$ cat src/hw/rtl/cbm_pkg.sv
`default_nettype none

package cbm_pkg;

  localparam int SOUND_RAM_DEPTH = 128;
  localparam int SND_AW          = $clog2(SOUND_RAM_DEPTH);
  localparam int PATTERN_SLOTS   = 12;
  localparam int PRG_SLOTS       = 3;

  typedef enum logic [1:0] {
    MODE_PRG_RD,
    MODE_PRG_WR,
    MODE_CHR_RD,
    MODE_CHR_WR
  } mode_e;

  typedef enum logic [2:0] {
    TGT_NONE,
    TGT_INTERNAL,
    TGT_PRG_ROM,
    TGT_WORK_RAM,
    TGT_CHR_ROM,
    TGT_CHR_RAM,
    TGT_NAMETABLE
  } target_e;

  typedef enum logic [1:0] {
    REV_129,
    REV_163,
    REV_175,
    REV_340
  } rev_e;

  // config register indexes
  localparam logic CFG_REVISION = 1'b0;
  localparam logic CFG_CHR_RAM  = 1'b1;

  // nametable mirroring modes
  localparam logic [1:0] MIR_SINGLE0 = 2'd0;
  localparam logic [1:0] MIR_VERT    = 2'd1;
  localparam logic [1:0] MIR_HORZ    = 2'd2;
  localparam logic [1:0] MIR_SINGLE1 = 2'd3;

  // address[15:11] decode of CPU register windows
  localparam logic [4:0] SEL_SND      = 5'h09;
  localparam logic [4:0] SEL_IRQ_LO   = 5'h0a;
  localparam logic [4:0] SEL_IRQ_HI   = 5'h0b;
  localparam logic [4:0] SEL_CHR_NT0  = 5'h18;
  localparam logic [4:0] SEL_PRG0     = 5'h1c;
  localparam logic [4:0] SEL_PRG1     = 5'h1d;
  localparam logic [4:0] SEL_PRG2     = 5'h1e;
  localparam logic [4:0] SEL_SND_ADDR = 5'h1f;

  localparam logic [5:0] PRG_LAST_BANK = 6'h3f;
  localparam logic [7:0] RAM_BANK_MIN  = 8'he0;

  typedef struct packed {
    mode_e       mode;
    logic [15:0] address;
    logic [7:0]  write_data;
  } item_t;

  typedef struct packed {
    target_e     target;
    logic [18:0] ext_addr;
    logic [7:0]  read_data;
    logic        ext_write;
    logic        irq_clear;
  } result_t;

  typedef struct packed {
    logic [PRG_SLOTS-1:0][5:0]     program_banks;
    logic [PATTERN_SLOTS-1:0][7:0] pattern_banks;
    logic [14:0]                   irq_count;
    logic                          irq_enabled;
    logic [1:0]                    pattern_ram_off;
    logic                          sound_off;
    logic [SND_AW-1:0]             sound_pointer;
    logic                          sound_autoinc;
    logic                          work_ram_on;
    logic [1:0]                    mirroring;
  } regs_t;

  typedef struct packed {
    logic              we;
    logic [SND_AW-1:0] addr;
    logic [7:0]        data;
  } snd_wr_t;

  function automatic logic has_sound(input rev_e rev);
    return (rev == REV_129) || (rev == REV_163);
  endfunction

endpackage

`default_nettype wire

$ cat src/hw/rtl/cbm_snd_ram.sv
`default_nettype none

module cbm_snd_ram
  import cbm_pkg::*;
(
  input  wire logic              clk,
  input  wire logic              rst,
  input  wire snd_wr_t           wr,
  input  wire logic [SND_AW-1:0] rd_addr,
  output logic [7:0]             rd_data
);

  logic [7:0]                 mem [SOUND_RAM_DEPTH];
  logic [SOUND_RAM_DEPTH-1:0] valid;
  logic [7:0]                 rd_q;
  logic                       vld_q;

  // read follows the pointer value the next item will see; same-cycle write bypassed
  always_ff @(posedge clk) begin
    if (wr.we) begin
      mem[wr.addr] <= wr.data;
    end
    if (wr.we && (wr.addr == rd_addr)) begin
      rd_q <= wr.data;
    end else begin
      rd_q <= mem[rd_addr];
    end
  end

  // entries never written read as zero
  always_ff @(posedge clk) begin
    if (rst) begin
      valid <= '0;
      vld_q <= 1'b0;
    end else begin
      if (wr.we) begin
        valid[wr.addr] <= 1'b1;
      end
      vld_q <= (wr.we && (wr.addr == rd_addr)) || valid[rd_addr];
    end
  end

  assign rd_data = vld_q ? rd_q : 8'h00;

endmodule

`default_nettype wire

$ cat src/hw/rtl/cbm_decode.sv
`default_nettype none

module cbm_decode
  import cbm_pkg::*;
(
  input  wire item_t      item,
  input  wire regs_t      regs,
  input  wire rev_e       revision,
  input  wire logic       chr_ram_present,
  input  wire logic [7:0] snd_rd_data,
  output result_t         res,
  output regs_t           regs_next,
  output snd_wr_t         snd_wr
);

  logic [15:0]       a;
  logic [7:0]        d;
  logic [4:0]        sel;
  logic              snd;
  logic [SND_AW-1:0] ptr_inc;
  logic [13:0]       p;
  logic [13:0]       pm;
  logic [7:0]        bank;
  logic              ram_ok;
  logic [17:0]       t;
  logic [10:0]       nt_addr;
  logic              writing;
  logic              nt_direct;

  assign a       = item.address;
  assign d       = item.write_data;
  assign sel     = a[15:11];
  assign snd     = has_sound(revision);
  assign ptr_inc = regs.sound_pointer + 1'b1;

  // pattern side
  assign p         = a[13:0];
  assign nt_direct = p[13] && ((revision == REV_175) || (revision == REV_340));
  assign pm        = p[13] ? {p[13], 1'b0, p[11:0]} : p;
  assign bank      = regs.pattern_banks[pm[13:10]];
  assign ram_ok    = pm[13] || !regs.pattern_ram_off[pm[12]];
  assign t         = {bank, pm[9:0]};
  assign writing   = (item.mode == MODE_CHR_WR);

  always_comb begin
    unique case (regs.mirroring)
      MIR_SINGLE0: nt_addr = {1'b0, p[9:0]};
      MIR_VERT:    nt_addr = {p[10], p[9:0]};
      MIR_HORZ:    nt_addr = {p[11], p[9:0]};
      MIR_SINGLE1: nt_addr = {1'b1, p[9:0]};
      default:     nt_addr = {1'b0, p[9:0]};
    endcase
  end

  always_comb begin
    res        = '0;
    res.target = TGT_NONE;
    regs_next  = regs;
    snd_wr.we   = 1'b0;
    snd_wr.addr = regs.sound_pointer;
    snd_wr.data = d;

    unique case (item.mode)
      MODE_PRG_RD: begin
        if (sel == SEL_SND) begin
          if (snd) begin
            res.target    = TGT_INTERNAL;
            res.read_data = snd_rd_data;
            if (regs.sound_autoinc) begin
              regs_next.sound_pointer = ptr_inc;
            end
          end
        end else if (sel == SEL_IRQ_LO) begin
          res.target    = TGT_INTERNAL;
          res.read_data = regs.irq_count[7:0];
        end else if (sel == SEL_IRQ_HI) begin
          res.target    = TGT_INTERNAL;
          res.read_data = {regs.irq_enabled, regs.irq_count[14:8]};
        end else if (a[15:13] == 3'b011) begin
          if (regs.work_ram_on) begin
            res.target   = TGT_WORK_RAM;
            res.ext_addr = {6'd0, a[12:0]};
          end
        end else if (a[15:13] == 3'b111) begin
          res.target   = TGT_PRG_ROM;
          res.ext_addr = {PRG_LAST_BANK, a[12:0]};
        end else if (a[15]) begin
          res.target   = TGT_PRG_ROM;
          res.ext_addr = {regs.program_banks[a[14:13]], a[12:0]};
        end
      end

      MODE_PRG_WR: begin
        if (a[15:13] == 3'b011) begin
          if (regs.work_ram_on) begin
            res.target    = TGT_WORK_RAM;
            res.ext_addr  = {6'd0, a[12:0]};
            res.ext_write = 1'b1;
          end
        end else if (a[15:14] == 2'b10) begin
          regs_next.pattern_banks[{1'b0, a[13:11]}] = d;
        end else if (a[15:13] == 3'b110) begin
          if ((sel == SEL_CHR_NT0) && (revision == REV_175)) begin
            regs_next.work_ram_on = d[0];
          end
          if (snd) begin
            regs_next.pattern_banks[4'd8 + {2'b00, a[12:11]}] = d;
          end
        end else begin
          case (sel)
            SEL_SND: begin
              if (snd) begin
                snd_wr.we = 1'b1;
                if (regs.sound_autoinc) begin
                  regs_next.sound_pointer = ptr_inc;
                end
              end
            end
            SEL_IRQ_LO: begin
              if (snd) begin
                regs_next.irq_count[7:0] = d;
                res.irq_clear = 1'b1;
              end
            end
            SEL_IRQ_HI: begin
              if (snd) begin
                regs_next.irq_count[14:8] = d[6:0];
                regs_next.irq_enabled     = d[7];
                res.irq_clear = 1'b1;
              end
            end
            SEL_PRG0: begin
              regs_next.program_banks[0] = d[5:0];
              if (snd) begin
                regs_next.sound_off = d[6];
              end else if (revision == REV_340) begin
                regs_next.mirroring = d[7:6];
              end
            end
            SEL_PRG1: begin
              regs_next.program_banks[1] = d[5:0];
              if (snd) begin
                regs_next.pattern_ram_off = d[7:6];
              end
            end
            SEL_PRG2: begin
              regs_next.program_banks[2] = d[5:0];
            end
            SEL_SND_ADDR: begin
              if (snd) begin
                regs_next.sound_pointer = d[SND_AW-1:0];
                regs_next.sound_autoinc = d[7];
              end
            end
            default: begin
            end
          endcase
        end
      end

      MODE_CHR_RD, MODE_CHR_WR: begin
        if (nt_direct) begin
          res.target    = TGT_NAMETABLE;
          res.ext_addr  = {8'd0, nt_addr};
          res.ext_write = writing;
        end else if ((bank >= RAM_BANK_MIN) && ram_ok) begin
          if (chr_ram_present) begin
            res.target   = TGT_CHR_RAM;
            res.ext_addr = {1'b0, t};
          end else begin
            res.target   = TGT_NAMETABLE;
            res.ext_addr = {8'd0, t[10:0]};
          end
          res.ext_write = writing;
        end else if (!writing) begin
          res.target   = TGT_CHR_ROM;
          res.ext_addr = {1'b0, t};
        end
      end

      default: begin
      end
    endcase
  end

endmodule

`default_nettype wire

$ cat src/hw/rtl/cbm_state.sv
`default_nettype none

module cbm_state
  import cbm_pkg::*;
(
  input  wire logic       clk,
  input  wire logic       rst,
  input  wire logic       cfg_we,
  input  wire logic       cfg_index,
  input  wire logic [1:0] cfg_data,
  input  wire logic       update,
  input  wire regs_t      regs_next,
  output regs_t           regs,
  output rev_e            revision,
  output logic            chr_ram_present
);

  regs_t regs_init;

  // power-on state for the default revision
  always_comb begin
    regs_init             = '0;
    regs_init.sound_off   = 1'b1;
    regs_init.work_ram_on = 1'b1;
  end

  always_ff @(posedge clk) begin
    if (rst) begin
      regs            <= regs_init;
      revision        <= REV_163;
      chr_ram_present <= 1'b0;
    end else if (cfg_we) begin
      unique case (cfg_index)
        CFG_REVISION: begin
          revision         <= rev_e'(cfg_data);
          regs.work_ram_on <= (cfg_data != REV_175);
        end
        CFG_CHR_RAM: chr_ram_present <= cfg_data[0];
        default: begin
        end
      endcase
    end else if (update) begin
      regs <= regs_next;
    end
  end

endmodule

`default_nettype wire

$ cat src/hw/rtl/cartridge_bank_mapper_core.sv
// Channel   Dir  Fields (tdata / tuser, from bit 0 up)
// s_*       in   tdata: address[15:0], write_data[23:16]; tuser: mode[1:0]
// m_*       out  tdata: external_address[18:0], read_data[26:19], external_write[27],
//                       irq_clear[28], zero[31:29]; tuser: target[2:0]
// cfg_*     in   cfg_index 0 revision, 1 chr_ram_present; cfg_data[1:0]
//
// Each item is held in the input register and then in the result register.
// Throughput: one item per cycle while m_tready does not stall; bank, IRQ and sound RAM
// state update as an item leaves the input register, so the next item sees it.
// Sound RAM: 128 x 8 memory with registered read, tracking the sound pointer.
// Reset restores the power-on control state (sound off, work RAM on, revision 163) and
// marks all sound RAM bytes as zero at once. A low m_tready stalls the result register;
// the input register then fills and s_tready drops.
`default_nettype none

module cartridge_bank_mapper_core
  import cbm_pkg::*;
(
  input  wire logic        clk,
  input  wire logic        rst,
  input  wire logic        s_tvalid,
  output logic             s_tready,
  input  wire logic [23:0] s_tdata,   // address, write_data
  input  wire logic [1:0]  s_tuser,   // mode
  output logic             m_tvalid,
  input  wire logic        m_tready,
  output logic [31:0]      m_tdata,   // external_address, read_data, external_write, irq_clear
  output logic [2:0]       m_tuser,   // target
  input  wire logic        cfg_we,
  input  wire logic        cfg_index,
  input  wire logic [1:0]  cfg_data
);

  item_t             s_item;
  item_t             s1_item;
  logic              s1_valid;
  logic              advance;
  result_t           res;
  result_t           out_res;
  regs_t             regs;
  regs_t             regs_next;
  rev_e              revision;
  logic              chr_ram_present;
  snd_wr_t           snd_wr;
  snd_wr_t           snd_wr_g;
  logic [SND_AW-1:0] snd_rd_addr;
  logic [7:0]        snd_rd_data;

  assign s_item.mode       = mode_e'(s_tuser);
  assign s_item.address    = s_tdata[15:0];
  assign s_item.write_data = s_tdata[23:16];

  assign advance  = s1_valid && (!m_tvalid || m_tready);
  assign s_tready = !s1_valid || advance;

  always_ff @(posedge clk) begin
    if (rst) begin
      s1_valid <= 1'b0;
      m_tvalid <= 1'b0;
    end else begin
      if (s_tvalid && s_tready) begin
        s1_valid <= 1'b1;
      end else if (advance) begin
        s1_valid <= 1'b0;
      end
      if (advance) begin
        m_tvalid <= 1'b1;
      end else if (m_tready) begin
        m_tvalid <= 1'b0;
      end
    end
  end

  always_ff @(posedge clk) begin
    if (s_tvalid && s_tready) begin
      s1_item <= s_item;
    end
    if (advance) begin
      out_res <= res;
    end
  end

  cbm_decode u_decode (
    .item            (s1_item),
    .regs            (regs),
    .revision        (revision),
    .chr_ram_present (chr_ram_present),
    .snd_rd_data     (snd_rd_data),
    .res             (res),
    .regs_next       (regs_next),
    .snd_wr          (snd_wr)
  );

  cbm_state u_state (
    .clk             (clk),
    .rst             (rst),
    .cfg_we          (cfg_we),
    .cfg_index       (cfg_index),
    .cfg_data        (cfg_data),
    .update          (advance),
    .regs_next       (regs_next),
    .regs            (regs),
    .revision        (revision),
    .chr_ram_present (chr_ram_present)
  );

  assign snd_wr_g.we   = snd_wr.we && advance;
  assign snd_wr_g.addr = snd_wr.addr;
  assign snd_wr_g.data = snd_wr.data;
  assign snd_rd_addr   = advance ? regs_next.sound_pointer : regs.sound_pointer;

  cbm_snd_ram u_snd_ram (
    .clk     (clk),
    .rst     (rst),
    .wr      (snd_wr_g),
    .rd_addr (snd_rd_addr),
    .rd_data (snd_rd_data)
  );

  assign m_tdata = {3'b000, out_res.irq_clear, out_res.ext_write, out_res.read_data,
                    out_res.ext_addr};
  assign m_tuser = out_res.target;

endmodule

`default_nettype wire

$ cat config.mk
export PLATFORM = sky130hd
export DESIGN_NAME = cartridge_bank_mapper_core
export DESIGN_NICKNAME = d
export VERILOG_FILES = /design/src/hw/rtl/cbm_pkg.sv /design/src/hw/rtl/cbm_snd_ram.sv /design/src/hw/rtl/cbm_decode.sv /design/src/hw/rtl/cbm_state.sv /design/src/hw/rtl/cartridge_bank_mapper_core.sv
export SDC_FILE = /design/constraint.sdc
export NUM_CORES = 2
export LEC_CHECK = 0
export BUFFER_PORTS_ARGS = -buffer_cell sky130_fd_sc_hd__clkbuf_2
export CELL_PAD_IN_SITES_DETAIL_PLACEMENT = 0
export CELL_PAD_IN_SITES_GLOBAL_PLACEMENT = 1
export CORE_MARGIN = 2
export CORE_UTILIZATION = 49
export DETAILED_ROUTE_END_ITERATION = 10
export PLACE_DENSITY = 0.82
export SLEW_MARGIN = 20
export SYNTH_ARGS = -nofsm -noshare
export SYNTH_HDL_FRONTEND = slang
export SYNTH_SLANG_ARGS = --single-unit
$ cat constraint.sdc
create_clock -name clk -period 3.8 [get_ports clk]
set_clock_uncertainty 0.15 [all_clocks]
set_input_delay 0 -clock clk [delete_from_list [all_inputs] [get_ports clk]]
set_output_delay 0 -clock clk [all_outputs]
set_load 0.02 [all_outputs]
### Word level (Yosys, flattened, before mapping)

Memory sizes are Yosys's and may differ from the RTL's. A register that Yosys moved wholly into a read port is not among the register bits.
Cells that the tools add are included.

| word-level totals | value |
|---|---|
| register bits after elaboration | 335 |
| memory bits (writable) | 1024 |
| bits of input ports | 34 |
| output and inout bits | 37 |
| logic and storage cells | 219 |
| memories kept | 1 |

| cells by class | value |
|---|---|
| add/sub/neg operators | 2 |
| magnitude comparators | 11 |
| equal/unequal tests | 27 |
| mux-type cells | 86 |
| bitwise operators | 9 |
| reduce and logical (&&, ||, !) cells | 46 |

Memories:

| name | words | width | rd ports | clocked after memory_dff | write ports | line | RTL |
|---|---|---|---|---|---|---|---|
| u_snd_ram.mem | 128 | 8 | 1 | 1 | 1 | cbm_snd_ram.sv:13 | `logic [7:0] mem [SOUND_RAM_DEPTH];` |

Operator list:

| kind | count |
|---|---|
| $mux W96 | 3 |
| $bwmux W96 | 2 |
| $or A128 B128 Y128 | 1 |
| $mux W8 | 15 |
| $mux W21 | 5 |
| $mux W22 | 4 |
| $pmux W22 S3 | 1 |
| $mux W19 | 3 |
| $pmux W11 S4 | 1 |
| $bmux W8 S4 | 1 |
| $demux W8 S4 | 1 |
| $reduce_and A8 Y1 | 4 |
| $mux W7 | 4 |
| $pmux W7 S2 | 2 |
| $reduce_and A7 Y1 | 4 |
| $mux W1 | 26 |
| $eq A5 B5 Y1 const B | 5 |
| $demux W8 S3 | 1 |
| $mux W11 | 2 |
| $lt A7 B8 Y1 const B | 2 |
| $reduce_bool A2 Y1 | 8 |
| $eq A5 B4 Y1 const B | 3 |
| $mux W3 | 5 |
| $eq A2 B2 Y1 const B | 7 |
| other kinds (33) | 71 |

### Depth between registers and ports, before layout

| depth | value |
|---|---|
| word-level depth | 17 |
| mapped depth | 16 |
| gate-level depth less buffers | 13 |

### By module

Synthesis repeated with hierarchy kept, for this count alone.

| second synthesis, totals | value |
|---|---|
| cell total of the unflattened synthesis | 3495 |
| area, all modules | 55364.3 sq um |

Modules (own cells, without submodules):

| module | times used | cells an instance | area each (sq um) | sequential area each (sq um) |
|---|---|---|---|---|
| cbm_snd_ram | 1 | 2297 | 44326.3 | 33472.1 |
| cbm_state | 1 | 640 | 5188.7 | 2942.8 |
| cbm_decode | 1 | 476 | 3893.7 | 0.0 |
| cartridge_bank_mapper_core | 1 | 82 | 1955.6 | 1781.7 |

### Worst setup path before layout

OpenSTA, ideal clock, no wires.

| timing | value |
|---|---|
| path type | register -> register |
| from | reg s1_item[0] in the netlist's numbering |
| to | reg u_snd_ram.vld_q |
| library setup time | 81 ps |
| arrival time | 3948 ps |
| data required time | 3569 ps |
| path slack | -378 ps |
| stages on the path, launching flop included | 14 |
| buffers on the path | 3 |
| period minus slack after synthesis | 4178 ps |
| cell sequence | edfxtp_1 clkbuf_1 nor2_1 o221ai_1 a21bo_2 nand2_2 inv_2 buf_4 buf_2 nand2_1 a311o_1 a31oi_1 o2111ai_1 a41oi_1 |

| between the ends | value |
|---|---|
| longest elaborated chain between the ends | 15 |
| elaborated cells between the ends (all ways) | 17 |
| classes of those cells | eq/ne: 1; mux: 14; reduce/logical: 2 |

RTL lines:

| item | line | RTL |
|---|---|---|
| start, declared | cartridge_bank_mapper_core.sv:35 | `item_t s1_item;` |
| start signal, assigned | cartridge_bank_mapper_core.sv:76 | `s1_item <= s_item;` |
| $mux W8 * | cbm_decode.sv:150 | `if (snd) begin` |
| $mux W8 * | cbm_decode.sv:110 | `case (sel)` |
| $mux W8 * (3 in series) | - |  |
| $mux W8 * | cbm_decode.sv:63 | `unique case (item.mode)` |
| $pmux W7 S2 * | cbm_decode.sv:110 |  |
| $mux W8 * | cbm_decode.sv:102 | `end else if (a[15:13] == 3'b110) begin` |
| $mux W11 * | cbm_decode.sv:100 | `end else if (a[15:14] == 2'b10) begin` |
| $mux W11 * | cbm_decode.sv:94 | `if (a[15:13] == 3'b011) begin` |
| $pmux W7 S2 * | cbm_decode.sv:63 |  |
| $mux W7 * | cartridge_bank_mapper_core.sv:110 | `assign snd_rd_addr = advance ? regs_next.sound_pointer : regs.sound_pointer;` |
| $bmux W1 S7 / $eq A7 B7 Y1 (equally long branches) | - |  |
| $mux W1 (implied by the code) / $logic_and A1 B1 Y1 (equally long branches) | cbm_snd_ram.sv:39 | `vld_q <= (wr.we && (wr.addr == rd_addr)) \|\| valid[rd_addr];` |
| $logic_or A1 B1 Y1 * | cbm_snd_ram.sv:39 |  |
| end signal, assigned | cbm_snd_ram.sv:39 |  |
| end, declared | cbm_snd_ram.sv:16 | `logic vld_q;` |

Every way passes the cells marked *; elsewhere a longest branch is shown, timed or not. The select of a mux whose other input is x is not followed.
A chain may end at the register's enable or synchronous reset.

### Final worst setup path

| timing | value |
|---|---|
| from | reg s1_item[23] in the netlist's numbering |
| to | reg u_snd_ram.vld_q |

| between the ends | value |
|---|---|
| longest elaborated chain between the ends | 10 |
| elaborated cells between the ends (all ways) | 23 |
| classes of those cells | eq/ne: 6; mux: 14; reduce/logical: 3 |

RTL lines:

| item | line |
|---|---|
| $eq A5 B5 Y1 / $eq A5 B4 Y1 (equally long branches) | cbm_decode.sv:110, cbm_decode.sv:65 |
| $pmux W7 S2 | cbm_decode.sv:110 |
| $mux W8 | cbm_decode.sv:102 |
| $mux W11 | cbm_decode.sv:100 |
| $mux W11 | cbm_decode.sv:94 |
| $pmux W7 S2 | cbm_decode.sv:63 |
| $mux W7 | cartridge_bank_mapper_core.sv:110 |
| $bmux W1 S7 / $eq A7 B7 Y1 (equally long branches) | - |
| $mux W1 (implied by the code) / $logic_and A1 B1 Y1 (equally long branches) | cbm_snd_ram.sv:39 |
| $logic_or A1 B1 Y1 * | cbm_snd_ram.sv:39 |

Marked as above.

==> key figures <==
Routing
  – Drt drc: 0
  – Drt first pass iters: 8
  – Antenna-violating nets left: 0
  – Via density per instance: 6.02
  – Via count: 30057
  – Routed length per placed instance: 27.0 µm
  – Final WL: 135000 µm
  – First DRT Iteration DRCs: 3551

Clock tree
  – Worst-skew pair later-pin latency: 760 ps
  – CTS tree: yes
  – Max clock buf depth: 3
  – CTS root buf: clkbuf_16
  – Setup repair bufs after CTS: 0
  – Num CTS Buffers: 136
  – Clock sink count: 1366
  – Clock-pin slew on the worst setup and hold paths: 60 ps
  – H-tree depth: 4

Pwr
  – Part of the power in registers: 53.0%
  – Sw Share: 21.4%
  – Power Density: 488 nW/µm²
  – Clock power share: 42.6%
  – Power Total: 30.6 mW
  – Comb pwr share: 4.3%
  – Pint: 24.0 mW
  – Pleak: 20.3 nW
  – Max rail drop VDD: 0.405 mV
  – Psw: 6.55 mW

Worst setup path
  – Critical path peak fanout: 59
  – Worst Setup Path Type: reg2reg
  – Critical path required time: 4300 ps
  – WP data arrival: 4120 ps
  – Startpoint Class: flip-flop
  – Crit end category: flip-flop

Floorplan
  – Die width: 336 µm
  – Std cell rows: 121
  – Die ar.: 113000 µm²
  – Initial Utilization: 49.5%
  – Core Region: 109000 µm²
  – # IOs: 71
  – Die height: 336 µm

Layout
  – Multi-input logic area: 14900 µm²
  – Finished layout cell area: 62600 µm²
  – Antenna diodes: 0
  – P&R area growth vs syn: 16.1%
  – Fill cell count: 7971
  – NumNets Final: 3510
  – Total area of sequential cells: 38200 µm²
  – Share of cells above drive strength 1: 25.8%

Synthesis
  – Post-synth EDFFs: 1082
  – Seq cells post-synth: 1366
  – Avg Inst Size Synth: 17.2 µm²
  – Library cells used by synthesis: 77
  – Synthesized area: 53900 µm²
  – Asr flop ratio synth: 0%
  – Post-synth top flop: edfxtp_1
  – Post-Syn Instances: 3137
  – Seq/Total Area, Yosys: 70.8%
  – Syn. warnings: 0

STA
  – Setup violators final: 0
  – Setup ws final: 184 ps
  – Worst-Margin Slew: 1110 ps
  – Final hold vios: 0
  – Tcrit/Tclk final: 95.2%
  – Unrepaired setup endpoints after global routing: no
  – Post-layout min period: 3620 ps
  – Rel. slew slack: 26.3%
  – Max Slew Vio Count: 0
  – Max frequency: 277 MHz

Outcome
  – Outcome: complete, no violations

Placed design
  – Dpl cell area: 57600 µm²
  – Input/output buffers: 67
  – Hpwl dp: 83300 µm
  – Setup slack after placement: 93.3 ps
  – GP Congestion: 0.947

GRT
  – Largest net degree at the start of global routing: 146
  – GRT overflow: 0
  – Number of global-route vias before repair: 29565
  – First-pass GRT wire length: 199000 µm
  – Total track usage: 24.1%
  – Antenna violations before repair: 2

Flow run
  – Max Cap Viol: 0

Worst hold path
  – Hold/Removal Path Class: in2reg
[flip-flops by register name, indices dropped and copies added, names as in the netlist, named ones only]
register and count:
u_snd_ram.mem 1024, u_state.regs 143, u_snd_ram.valid 128, m_tdata 29
s1_item 26, m_tuser 3, u_state.revision 2, m_tvalid 1
s1_valid 1, u_snd_ram.vld_q 1, u_state.chr_ram_present 1
[through the flow]
| step | cells | setup TNS, ps | hold WS [ps] | utilization, % |
|---|---|---|---|---|
| after global routing | 4996 | 0 | 207 | 57.5 |
| after CTS | 4996 | 0 | 171 | 57.4 |
| after floorplan | 3139 | -265 | -51.1 | - |
| after global placement | 4680 | 0 | 27.6 | 52.8 |
| after detailed placement | 4680 | 0 | 29.2 | 52.8 |
| final | 4996 | 0 | 177 | 57.5 |
[per-layer routing]
metal  part of all wire [%]  up-vias  track usage [%]
met5                      0        -                0
met1                     40    15507             33.0
li1                       -    12913                -
met3                    7.7      239             4.37
met4                    3.5        0             9.10
met2                     49     1398             38.8
[what timing repair did]
item / CTS / global route
hold buffers: 71 / 0
endpoints found under the hold margin: 275 / 0
resized for setup: 0 / 4
setup endpoints to repair: 0 / 1
[synth_stat cells, types with 4 or more instances]
cell | n | area share, %
buf_1 | 35 | 0.24
inv_1 | 6 | 0.042
clkbuf_1 | 143 | 1.0
buf_2 | 13 | 0.12
a21oi_1 | 62 | 0.58
a2bb2oi_1 | 4 | 0.065
mux4_2 | 361 | 15
mux2i_1 | 201 | 3.7
o22ai_1 | 14 | 0.16
dfxtp_1 | 284 | 11
nor2_1 | 540 | 3.8
nor2b_1 | 20 | 0.23
a211oi_1 | 8 | 0.11
o21ai_0 | 29 | 0.27
a21o_1 | 6 | 0.084
nor3_1 | 16 | 0.15
o221ai_1 | 8 | 0.13
a21boi_0 | 4 | 0.056
nand3_1 | 33 | 0.31
edfxtp_1 | 1082 | 60
nand3b_1 | 5 | 0.070
nand4b_1 | 4 | 0.065
nand2b_1 | 10 | 0.12
and2_1 | 6 | 0.070
o31ai_1 | 8 | 0.11
o21a_1 | 5 | 0.070
a31oi_1 | 7 | 0.081
or3_1 | 6 | 0.070
nand2_1 | 115 | 0.80
or2_2 | 4 | 0.046
buf_4 | 8 | 0.11
nor3b_1 | 4 | 0.056
nor4_1 | 5 | 0.058
mux2_2 | 12 | 0.25
[layout make-up]
class,instances,share of cell area (%)
timing repair buffer,399,5.39
sequential,1366,61.0
clock inverter,63,0.951
clock buffer,182,5.95
multi-input combinational,1560,23.8
inverter,12,0.0739
tap,1414,2.82
[logic make-up after synthesis]
kind of cell	Yosys count	share of synthesized area (%)
flip-flops	1366	70.8
XOR/XNOR	5	0.0812
multiplexers	574	19.1
AO/OA/AOI/OAI	190	2.38
other	1	0.00695
buffers and inverters	213	1.60
AND/OR/NAND/NOR	787	6.08
adder cells (fa/ha/maj)	1	0.0232
[path summary, 6_finish.rpt]
| kind | from | end | slack [ps] | cells past startpoint |
|---|---|---|---|---|
| setup / recovery | s1_item[23]$_DFFE_PP_ | u_snd_ram.vld_q$_SDFF_PP0_ | 180 | 14 |
| hold / removal | rst | u_snd_ram.valid[49]$_SDFFE_PP0P_ | 180 | 3 |
| setup reg to reg | s1_item[23]$_DFFE_PP_ | u_snd_ram.vld_q$_SDFF_PP0_ | 180 | 14 |
| hold reg to reg | u_state.regs[67]$_SDFFE_PP0P_ | u_state.regs[67]$_SDFFE_PP0P_ | 310 | 2 |
[cell usage in the layout, fill, tap and decap left out, drive strengths merged, types with 6 or more instances in the layout]
| cell | Yosys | layout |
|---|---|---|
| nor3 | 17 | 17 |
| nand2 | 116 | 116 |
| o22ai | 14 | 14 |
| buf | 58 | 262 |
| nor4 | 6 | 6 |
| a211oi | 8 | 8 |
| clkbuf | 143 | 248 |
| bufinv | 0 | 6 |
| nand2b | 10 | 10 |
| nor2b | 20 | 20 |
| mux2i | 201 | 201 |
| a31oi | 7 | 7 |
| o221ai | 8 | 8 |
| a21o | 6 | 6 |
| dfxtp | 284 | 284 |
| mux2 | 12 | 12 |
| or3 | 6 | 6 |
| a21oi | 62 | 62 |
| o31ai | 8 | 8 |
| inv | 9 | 19 |
| clkinv | 3 | 48 |
| and2 | 7 | 7 |
| nor2 | 540 | 540 |
| o21ai | 30 | 30 |
| nand3 | 33 | 33 |
| dlygate4sd3 | 0 | 71 |
| mux4 | 361 | 361 |
| edfxtp | 1082 | 1082 |
[power groups by stage]
stage                     Combinational (mW)  Clock [mW]  Sequential (mW)
after floorplan                        0.655           0             16.6
after global placement                  1.23           0             16.5
after detailed placement                1.25           0             16.5
after CTS                               1.31        13.2             16.2
after global routing                    1.39        13.8             16.2
final                                   1.33        13.0             16.2
[critical path, stage by stage, from the launching register on]
cell	delay (ps)
edfxtp_1	390
buf_4	200
or3_1	450
a21oi_2	210
o221ai_1	170
a21bo_2	250
nand2_2	80
clkinv_2	70
buf_12	220
buf_4	240
mux2i_1	140
mux4_2	520
nand2_1	100
o2111ai_1	120
a41oi_1	190
Note: power is estimated with default switching activity, not from simulation.
